===== config.mk =====
export PLATFORM = sky130hd
export DESIGN_NAME = bcd_integer_alu
export DESIGN_NICKNAME = d
export VERILOG_FILES = /design/src/sv/bcd_alu_pkg.sv /design/src/sv/bcd_integer_alu.sv
export SDC_FILE = /design/constraint.sdc
export NUM_CORES = 1
export LEC_CHECK = 0
export ABC_AREA = 1
export BUFFER_PORTS_ARGS = -buffer_cell sky130_fd_sc_hd__buf_2
export CAP_MARGIN = 40
export CORE_MARGIN = 2
export CORE_UTILIZATION = 50
export CTS_BUF_LIST = sky130_fd_sc_hd__clkbuf_8
export CTS_CLUSTER_SIZE = 10
export DETAILED_ROUTE_END_ITERATION = 10
export GPL_TIMING_DRIVEN = 0
export PLACE_DENSITY = 0.69
export SLEW_MARGIN = 20
export SYNTH_ARGS = -nofsm -noshare
export SYNTH_HDL_FRONTEND = slang
export SYNTH_SLANG_ARGS = --single-unit

===== constraint.sdc =====
create_clock -name clk -period 87.1 [get_ports clk]
set_clock_uncertainty 0.1 [all_clocks]
set_input_delay 8.71 -clock clk [delete_from_list [all_inputs] [get_ports clk]]
set_output_delay 8.71 -clock clk [all_outputs]
set_load 0.01 [all_outputs]

===== src/sv/bcd_alu_pkg.sv =====
// Shared definitions for the packed-BCD arithmetic unit.
// Holds operation, status and comparison codes and the sequencer state type.
// Has no dependencies.
package bcd_alu_pkg;

  localparam int unsigned PORT_W = 64;

  typedef enum logic [2:0] {
    OP_ADD = 3'd0,
    OP_SUB = 3'd1,
    OP_MUL = 3'd2,
    OP_DIV = 3'd3,
    OP_MOD = 3'd4,
    OP_CMP = 3'd5
  } op_t;

  typedef enum logic [2:0] {
    ST_OK       = 3'd0,
    ST_OVERFLOW = 3'd1,
    ST_NEGATIVE = 3'd2,
    ST_DIVZERO  = 3'd3,
    ST_INVALID  = 3'd4
  } status_t;

  typedef enum logic [1:0] {
    ORD_LESS    = 2'd0,
    ORD_EQUAL   = 2'd1,
    ORD_GREATER = 2'd2
  } order_t;

  typedef enum logic [2:0] {
    S_IDLE,
    S_ADDSUB,
    S_MSHIFT,
    S_MADD,
    S_DSHIFT,
    S_DSUB,
    S_DONE
  } state_t;

endpackage


===== src/sv/bcd_integer_alu.sv =====
// Top level of the packed-BCD arithmetic unit: checker, sequencer and shared
// decimal adder/subtractor in one module.
// Depends on bcd_alu_pkg.
//
// Usage: an input transfer (in_valid high, in_stall low) carries op and two
// packed-BCD operands of DIGITS digits. Exactly one output transfer follows
// with result_value, status and order. The block takes one item at a time;
// in_stall stays high from the input transfer until the result is taken.
// Arithmetic runs through one shared BCD adder/subtractor of DIGITS+1 digits.
// Invalid digits, detected errors and compare go straight to the done state;
// add and subtract pass through one add/subtract state. Multiply takes each
// digit of b from the top: a shift step, then one add of a per unit of it.
// Divide and modulo take each digit of a from the top: a shift step, then
// subtracts of b until a borrow; their count is the quotient digit. After the
// output transfer the sequencer returns to idle for the next input transfer.
// While out_stall is high the result holds steady and no new item enters.
// Reset returns the sequencer to idle and drops out_valid.
module bcd_integer_alu #(
  parameter int unsigned DIGITS = 16
) (
  input  logic                            clk,
  input  logic                            rst,
  input  logic                            in_valid,
  output logic                            in_stall,
  input  logic [2:0]                      op,
  input  logic [bcd_alu_pkg::PORT_W-1:0]  operand_a,
  input  logic [bcd_alu_pkg::PORT_W-1:0]  operand_b,
  output logic                            out_valid,
  input  logic                            out_stall,
  output logic [bcd_alu_pkg::PORT_W-1:0]  result_value,
  output logic [2:0]                      status,
  output logic [1:0]                      order
);
  import bcd_alu_pkg::*;

  localparam int unsigned W  = 4 * DIGITS;
  localparam int unsigned DW = 4 * (DIGITS + 1);
  localparam int unsigned IW = $clog2(DIGITS);
  localparam int unsigned CW = $clog2(DIGITS + 1) + 1;

  state_t state, state_next;
  logic [2:0]    opc, opc_next;
  logic [W-1:0]  opa, opa_next, opb, opb_next, quo, quo_next, res, res_next;
  logic [DW-1:0] acc, acc_next;
  logic [IW-1:0] idx, idx_next;
  logic [3:0]    rep, rep_next;
  logic [2:0]    stat, stat_next;
  logic [1:0]    ord, ord_next;

  logic [W-1:0]  a_in, b_in;
  logic          bad;
  logic [CW-1:0] sa, sb;
  logic [1:0]    ord_in;

  logic [DW-1:0] ux, uy, usum;
  logic          usub, ucarry;
  logic [4:0]    dsum;
  logic [3:0]    ydig;
  logic          c;

  // Operand checks at the input transfer.
  always_comb begin
    a_in = operand_a[W-1:0];
    b_in = operand_b[W-1:0];
    bad = 1'b0;
    sa = CW'(1);
    sb = CW'(1);
    for (int d = 0; d < DIGITS; d++) begin
      if (a_in[4*d +: 4] > 4'd9 || b_in[4*d +: 4] > 4'd9) begin
        bad = 1'b1;
      end
      if (a_in[4*d +: 4] != 4'd0) begin
        sa = CW'(d + 1);
      end
      if (b_in[4*d +: 4] != 4'd0) begin
        sb = CW'(d + 1);
      end
    end
    if (a_in < b_in) begin
      ord_in = ORD_LESS;
    end else if (a_in == b_in) begin
      ord_in = ORD_EQUAL;
    end else begin
      ord_in = ORD_GREATER;
    end
  end

  // Shared decimal adder/subtractor; subtraction adds the nines' complement.
  always_comb begin
    c = usub;
    for (int d = 0; d < DIGITS + 1; d++) begin
      ydig = usub ? 4'(4'd9 - uy[4*d +: 4]) : uy[4*d +: 4];
      dsum = 5'(ux[4*d +: 4]) + 5'(ydig) + 5'(c);
      if (dsum > 5'd9) begin
        usum[4*d +: 4] = 4'(dsum - 5'd10);
        c = 1'b1;
      end else begin
        usum[4*d +: 4] = dsum[3:0];
        c = 1'b0;
      end
    end
    ucarry = c;
  end

  always_comb begin
    ux = acc;
    uy = DW'(opa);
    usub = 1'b0;
    unique case (state)
      S_ADDSUB: begin
        ux = DW'(opa);
        uy = DW'(opb);
        usub = (opc == OP_SUB);
      end
      S_DSUB: begin
        uy = DW'(opb);
        usub = 1'b1;
      end
      default: begin
      end
    endcase
  end

  // Next state.
  always_comb begin
    state_next = state;
    unique case (state)
      S_IDLE: begin
        if (in_valid) begin
          if (bad) begin
            state_next = S_DONE;
          end else begin
            case (op)
              OP_ADD: state_next = (a_in[W-1 -: 4] != 4'd0 || b_in[W-1 -: 4] != 4'd0)
                                   ? S_DONE : S_ADDSUB;
              OP_SUB: state_next = (ord_in == ORD_LESS) ? S_DONE : S_ADDSUB;
              OP_MUL: state_next = (sa + sb > CW'(DIGITS)) ? S_DONE : S_MSHIFT;
              OP_DIV, OP_MOD: state_next = (b_in == '0) ? S_DONE : S_DSHIFT;
              default: state_next = S_DONE;
            endcase
          end
        end
      end
      S_ADDSUB: state_next = S_DONE;
      S_MSHIFT: state_next = S_MADD;
      S_MADD: begin
        if (rep == 4'd0) begin
          state_next = (idx == '0) ? S_DONE : S_MSHIFT;
        end
      end
      S_DSHIFT: state_next = S_DSUB;
      S_DSUB: begin
        if (!ucarry) begin
          state_next = (idx == '0) ? S_DONE : S_DSHIFT;
        end
      end
      S_DONE: begin
        if (!out_stall) begin
          state_next = S_IDLE;
        end
      end
      default: state_next = S_IDLE;
    endcase
  end

  // Datapath updates.
  always_comb begin
    opc_next = opc;
    opa_next = opa;
    opb_next = opb;
    acc_next = acc;
    quo_next = quo;
    res_next = res;
    idx_next = idx;
    rep_next = rep;
    stat_next = stat;
    ord_next = ord;
    unique case (state)
      S_IDLE: begin
        opc_next = op;
        opa_next = a_in;
        opb_next = b_in;
        acc_next = '0;
        quo_next = '0;
        res_next = '0;
        idx_next = IW'(DIGITS - 1);
        ord_next = bad ? ORD_LESS : ord_in;
        stat_next = ST_OK;
        if (bad) begin
          stat_next = ST_INVALID;
        end else begin
          case (op)
            OP_ADD: if (a_in[W-1 -: 4] != 4'd0 || b_in[W-1 -: 4] != 4'd0) begin
              stat_next = ST_OVERFLOW;
            end
            OP_SUB: if (ord_in == ORD_LESS) begin
              stat_next = ST_NEGATIVE;
            end
            OP_MUL: if (sa + sb > CW'(DIGITS)) begin
              stat_next = ST_OVERFLOW;
            end
            OP_DIV, OP_MOD: if (b_in == '0) begin
              stat_next = ST_DIVZERO;
            end
            default: begin
            end
          endcase
        end
      end
      S_ADDSUB: res_next = usum[W-1:0];
      S_MSHIFT: begin
        acc_next = {acc[DW-5:0], 4'd0};
        rep_next = opb[4*idx +: 4];
      end
      S_MADD: begin
        if (rep == 4'd0) begin
          if (idx == '0) begin
            res_next = acc[W-1:0];
          end else begin
            idx_next = idx - 1'b1;
          end
        end else begin
          acc_next = usum;
          rep_next = rep - 4'd1;
        end
      end
      S_DSHIFT: begin
        acc_next = {acc[DW-5:0], opa[4*idx +: 4]};
        rep_next = 4'd0;
      end
      S_DSUB: begin
        if (ucarry) begin
          acc_next = usum;
          rep_next = rep + 4'd1;
        end else begin
          quo_next = {quo[W-5:0], rep};
          if (idx == '0) begin
            res_next = (opc == OP_DIV) ? {quo[W-5:0], rep} : acc[W-1:0];
          end else begin
            idx_next = idx - 1'b1;
          end
        end
      end
      default: begin
      end
    endcase
  end

  always_ff @(posedge clk) begin
    if (rst) begin
      state <= S_IDLE;
    end else begin
      state <= state_next;
    end
    opc <= opc_next;
    opa <= opa_next;
    opb <= opb_next;
    acc <= acc_next;
    quo <= quo_next;
    res <= res_next;
    idx <= idx_next;
    rep <= rep_next;
    stat <= stat_next;
    ord <= ord_next;
  end

  // Outputs.
  always_comb begin
    in_stall = (state != S_IDLE);
    out_valid = (state == S_DONE);
    result_value = PORT_W'(res);
    status = stat;
    order = ord;
  end

endmodule

### Word-level counts from Yosys, hierarchy flattened

Index checks and enable logic that the tools add are counted.

| operators by class | value |
|---|---|
| $add $sub $neg | 72 |
| magnitude comparators | 51 |
| eq/ne operators | 21 |
| shift-type cells | 2 |
| muxes and demuxes | 138 |
| reduce and logical (&&, ||, !) cells | 67 |

Operators with widths:

| operator | number |
|---|---|
| $mux W64 | 6 |
| $pmux W68 S5 | 1 |
| $pmux W64 S4 | 1 |
| $mux W68 | 3 |
| $mux W6 | 28 |
| $mux W4 | 39 |
| $gt A4 B4 Y1 const B | 32 |
| $reduce_bool A4 Y1 | 32 |
| $shiftx A64 B7 Y4 | 2 |
| $pmux W60 S2 | 1 |
| $add A4 B4 Y5 | 17 |
| $add A5 B1 Y5 | 17 |
| $gt A5 B4 Y1 const B | 17 |
| $sub A4 B4 Y4 const B | 17 |
| $eq A64 B64 Y1 | 1 |
| $logic_not A64 Y1 | 1 |
| $lt A64 B64 Y1 | 1 |
| $sub A4 B4 Y4 const A | 16 |
| $mux W60 | 1 |
| $mux W1 | 35 |
| $mux W3 | 9 |
| $pmux W3 S7 | 1 |
| $logic_or A1 B1 Y1 | 17 |
| $mux W2 | 8 |
| 25 further kinds | 48 |

| word-level totals | value |
|---|---|
| register bits after elaboration | 339 |
| output and inout bits | 71 |

### Depth between registers and ports, before layout

| depth | value |
|---|---|
| word-level depth | 59 |
| mapped depth | 145 |
| depth with buffers taken out | 142 |

### Least setup slack after synthesis

OpenSTA, ideal clock, no wires.

| timing | value |
|---|---|
| kind | flip-flop to flip-flop |
| from | reg state[1] |
| to | reg res[0] (netlist: result_value[0]), enable pin |
| setup time | 0.507 ns |
| data arrival time | 30.038 ns |
| data required time | 86.493 ns |
| path slack | 56.454 ns |
| stages on the path, launching flop included | 139 |
| path buffers | 3 |
| period minus slack after synthesis | 30.646 ns |
| cell sequence | dfxtp_1 -> inv_1 -> nand2_2 -> buf_6 -> clkbuf_1 -> clkbuf_1 -> nand2_1 -> o21ai_0 -> ha_1 -> nand2_1 -> o21ai_0 -> ha_1 -> xnor2_1 -> inv_1 -> ha_1 -> nand2_1 -> nand3_2 -> nand2_2 -> (+103 left out) -> fa_1 -> fa_1 -> xnor2_1 -> nor2_1 -> or2_2 -> nand2_1 -> fa_1 -> ha_1 -> inv_1 -> xor2_1 -> inv_1 -> ha_1 -> nand2_1 -> o211ai_2 -> nand3_2 -> nand2_1 -> nand2_1 -> a21oi_1 |

| between the ends | value |
|---|---|
| cells in the longest elaborated chain, start to end | 59 |
| elaborated cells on any way between the ends | 115 |
| classes of those cells | add/sub: 50; order compare: 17; eq/ne: 7; mux: 37; reduce/logical: 4 |

Ends and longest elaborated chain:

| item | RTL line | source |
|---|---|---|
| from (decl) | bcd_integer_alu.sv:41 | `state_t state, state_next;` |
| from (signal assigned) | bcd_integer_alu.sv:253 | `state <= state_next;` |
| $eq A3 B3 Y1 or $eq A3 B1 Y1 (tied branches) | bcd_integer_alu.sv:109, bcd_integer_alu.sv:178 |  |
| $reduce_or A2 Y1 (no source line) | n/a |  |
| $mux W64 | bcd_integer_alu.sv:109 | `unique case (state)` |
| $sub A4 B4 Y4 | bcd_integer_alu.sv:92 | `ydig = usub ? 4'(4'd9 - uy[4*d +: 4]) : uy[4*d +: 4];` |
| $mux W4 | bcd_integer_alu.sv:92 |  |
| $add A4 B4 Y5 | bcd_integer_alu.sv:93 | `dsum = 5'(ux[4*d +: 4]) + 5'(ydig) + 5'(c);` |
| $add A5 B1 Y5 | bcd_integer_alu.sv:93 |  |
| $gt A5 B4 Y1 | bcd_integer_alu.sv:94 | `if (dsum > 5'd9) begin` |
| (+43 left out) | n/a |  |
| $add A5 B1 Y5 | bcd_integer_alu.sv:93 |  |
| $gt A5 B4 Y1 | bcd_integer_alu.sv:94 |  |
| $mux W1 | bcd_integer_alu.sv:94 |  |
| $add A5 B1 Y5 | bcd_integer_alu.sv:93 |  |
| $gt A5 B4 Y1 | bcd_integer_alu.sv:94 |  |
| $mux W1 | bcd_integer_alu.sv:94 |  |
| $ne A2 B2 Y1 (no source line) | n/a |  |
| $reduce_and A5 Y1 (no source line) (*) | n/a |  |
| to (signal assigned) | bcd_integer_alu.sv:260 | `res <= res_next;` |
| to (decl) | bcd_integer_alu.sv:43 | `logic [W-1:0] opa, opa_next, opb, opb_next, quo, quo_next, res, res_next;` |

Mark *: on every way between the ends. The rest lies on a longest branch, timed or not.
A chain may end at the register's enable or synchronous reset.

### Worst setup path in the final report

| timing | value |
|---|---|
| from | reg state[1] |
| to | reg res[25] (netlist: result_value[25]), enable pin |

Same word-level chain as after synthesis.

==> flow_summary.yaml <==
layout:
  fillers: 3975
  syn_to_final_growth_pct: 14.7
  finalNetCount: 3121
  final_cells: 3432
  drive_gt1_frac: 0.121
  diodes: 0
  layout_commonest_cell: "nand2_1"
  final_cell_mix: "nand2_1, inv_1, o21ai_0, edfxtp_1, buf_2"
grt:
  track_usage: 0.343
  grt_max_degree: 51
  grt_pass1_wl_mm: 117
  antenna_found_initial: 0
  overflow: 0
  first_global_vias: 19200
sta:
  max_freq_ghz: 0.0311
  tns_ns: 0
  setup_viol: 0
  finalCritPeriodShare: 0.369
  final.min_clock_period_ns: 32.16
  max-slew-margin-rel: 0.417
  grt_setup_unrepaired: "false"
  worst_slew_pin_slew_ns: 0.874
  hold_viol_final: 0
  final_max_slew_viol_count: 0
job:
  max_cap_viol_count: 0
yosys:
  synth_area_um2: 22300
  synth_fp_nets: 2846
  yosysTopAreaCell: "edfxtp_1"
  avgSynthCellArea_um2: 8.83
  synth_seq_area_share: 0.456
  ys.warnings.count: 0
  synthCells: 2520
  yosysUniqueCellTypes: 45
  synth_top_area_frac: 0.453
  ys_seq_elements: 339
  synth_area_leaders: "edfxtp_1, ha_1, nand2_1, o21ai_0, inv_1"
worst_setup_path:
  path_common_cell: "fa_1"
  critPathSlowestCell: "clkbuf_1"
  cp.arrival_ns: 32.43
  cp_max_fo: 26
  required_ns: 87.37
  cp-end-kind: "register"
  critPathMaxStageDelay_ns: 0.63
  critical_path_class: "register to register"
  crit_path_start_kind: "register"
clock_tree:
  clk_latency_ns: 0.68
  htree_levels: 2
  postCtsHoldBufs: 0
  ctsResizeCount: 0
  ctsLongestPathBuffers: 3
  numCtsBuffers: 57
  cts_tree: "yes"
  cts.sinks: 339
  cts.reportedPaths.clkPinSlew_ns: 0.07
  cts_setup_buffers: 0
  cts_root_buf: "clkbuf_8"
floorplanning:
  fp.dieH_um: 215
  ios: 206
  fp.dieW_um: 215
  dieArea_um2: 46200
  core.rowCount: 77
  start_util: 0.505
  core_um2: 44000
drt:
  wirelength_mm: 80.2
  dr.pass1.iters: 6
  routed_via_density: 5.75
  drt_first_iter_violations: 2008
  ant_nets: 0
  drc: 0
  vias: 19700
  wl_per_cell_um: 23.4
worst_hold_path:
  hp-class: "register to register"
place:
  gp_congestion: 1.00
  dp_hpwl_mm: 66.8
  post-place-cells: 3328
  portBuffers: 205
run_status:
  outcome: "finished clean"
-- critical path: cells and delay by family, from the launching register on --
| family | cells | cell delay, ns |
|---|---|---|
| AO/OA/AOI/OAI | 5 | 1.20 |
| XOR/XNOR | 13 | 3.43 |
| AND/OR/NAND/NOR | 59 | 8.28 |
| flip-flops | 1 | 0.46 |
| buffers and inverters | 26 | 3.39 |
| adder cells (fa/ha/maj) | 38 | 14.89 |
-- metal layers --
layer,wire (um),vias to the layer above,part of all wire,global-route usage
met5,0,-,0,0
met4,4280,0,0.053,0.180
met3,6470,190,0.081,0.0410
met1,33400,9298,0.42,0.466
li1,-,9178,-,-
met2,36000,1070,0.45,0.540
-- synthesized netlist by cell type, drive strengths merged --
| cell type | number |
|---|---|
| and2 | 5 |
| buf | 24 |
| inv | 362 |
| xor2 | 57 |
| a22o | 12 |
| nor3 | 5 |
| a31oi | 4 |
| o21bai | 3 |
| dfxtp | 3 |
| ha | 157 |
| mux2i | 8 |
| o2111ai | 2 |
| nand4 | 32 |
| xnor2 | 28 |
| clkinv | 1 |
| nand3 | 53 |
| a211oi | 13 |
| nor2 | 192 |
| a21o | 2 |
| o21a | 11 |
| nand2 | 501 |
| a22oi | 47 |
| o211ai | 17 |
| o21ai | 342 |
| o31ai | 2 |
| nand3b | 6 |
| o22ai | 22 |
| clkbuf | 73 |
| fa | 34 |
| or2 | 16 |
| nor4 | 13 |
| a21oi | 115 |
| edfxtp | 336 |
| o221ai | 22 |
-- registers in the layout, summed over array words and instances (netlist names), 3 cells and up --
name,flops
quo,60
status,3
acc,68
idx,4
result_value,64
state,3
rep,4
opb,64
opa,64
opc,3
-- area by class of cell --
cell class              count  area (um^2)  share of cell area
plain buffers              97          387              0.0152
inverters                 363         1370              0.0535
multi-input cells        1721        10400               0.407
clock inverters            47          449              0.0176
flip-flops and latches    339        10100               0.398
well taps                 592          741              0.0290
repair buffers            216         1260              0.0495
clock buffers              57          785              0.0307
-- through the flow --
stage	instance area, um^2	utilization	setup slack, ns	hold WS [ns]
floorplan	22300	-	56.45	0.407
global placement	24000	0.545	52.92	0.472
detailed placement	24300	0.552	55.26	0.481
CTS	25500	0.580	55.22	0.498
global route	25500	0.580	53.06	0.516
finish	25500	0.580	54.94	0.503
-- cell families after synthesis --
logic type      Yosys count  share of synthesized area
simple gates            823                      0.152
compound gates          614                      0.157
buf+inv                 460                     0.0786
flops                   339                      0.456
fa+ha+maj               191                      0.119
xor+xnor                 85                     0.0335
mux                       8                    0.00360
-- final timing paths --
path	start	depth (start not counted)	endpoint	slack, ns
worst min register to register	quo[56]$_SDFFCE_PP0P_	2	result_value[60]$_DFFE_PP_	0.50
worst max register to register	state[1]$_SDFFE_PP0P_	141	result_value[25]$_DFFE_PP_	54.94
worst min-delay path	quo[56]$_SDFFCE_PP0P_	2	result_value[60]$_DFFE_PP_	0.50
worst max-delay path	state[1]$_SDFFE_PP0P_	141	result_value[25]$_DFFE_PP_	54.94
Power is left out: the tool's default activity adds up to more than one toggle a clock period on the data nets, which glitch-free logic cannot reach.
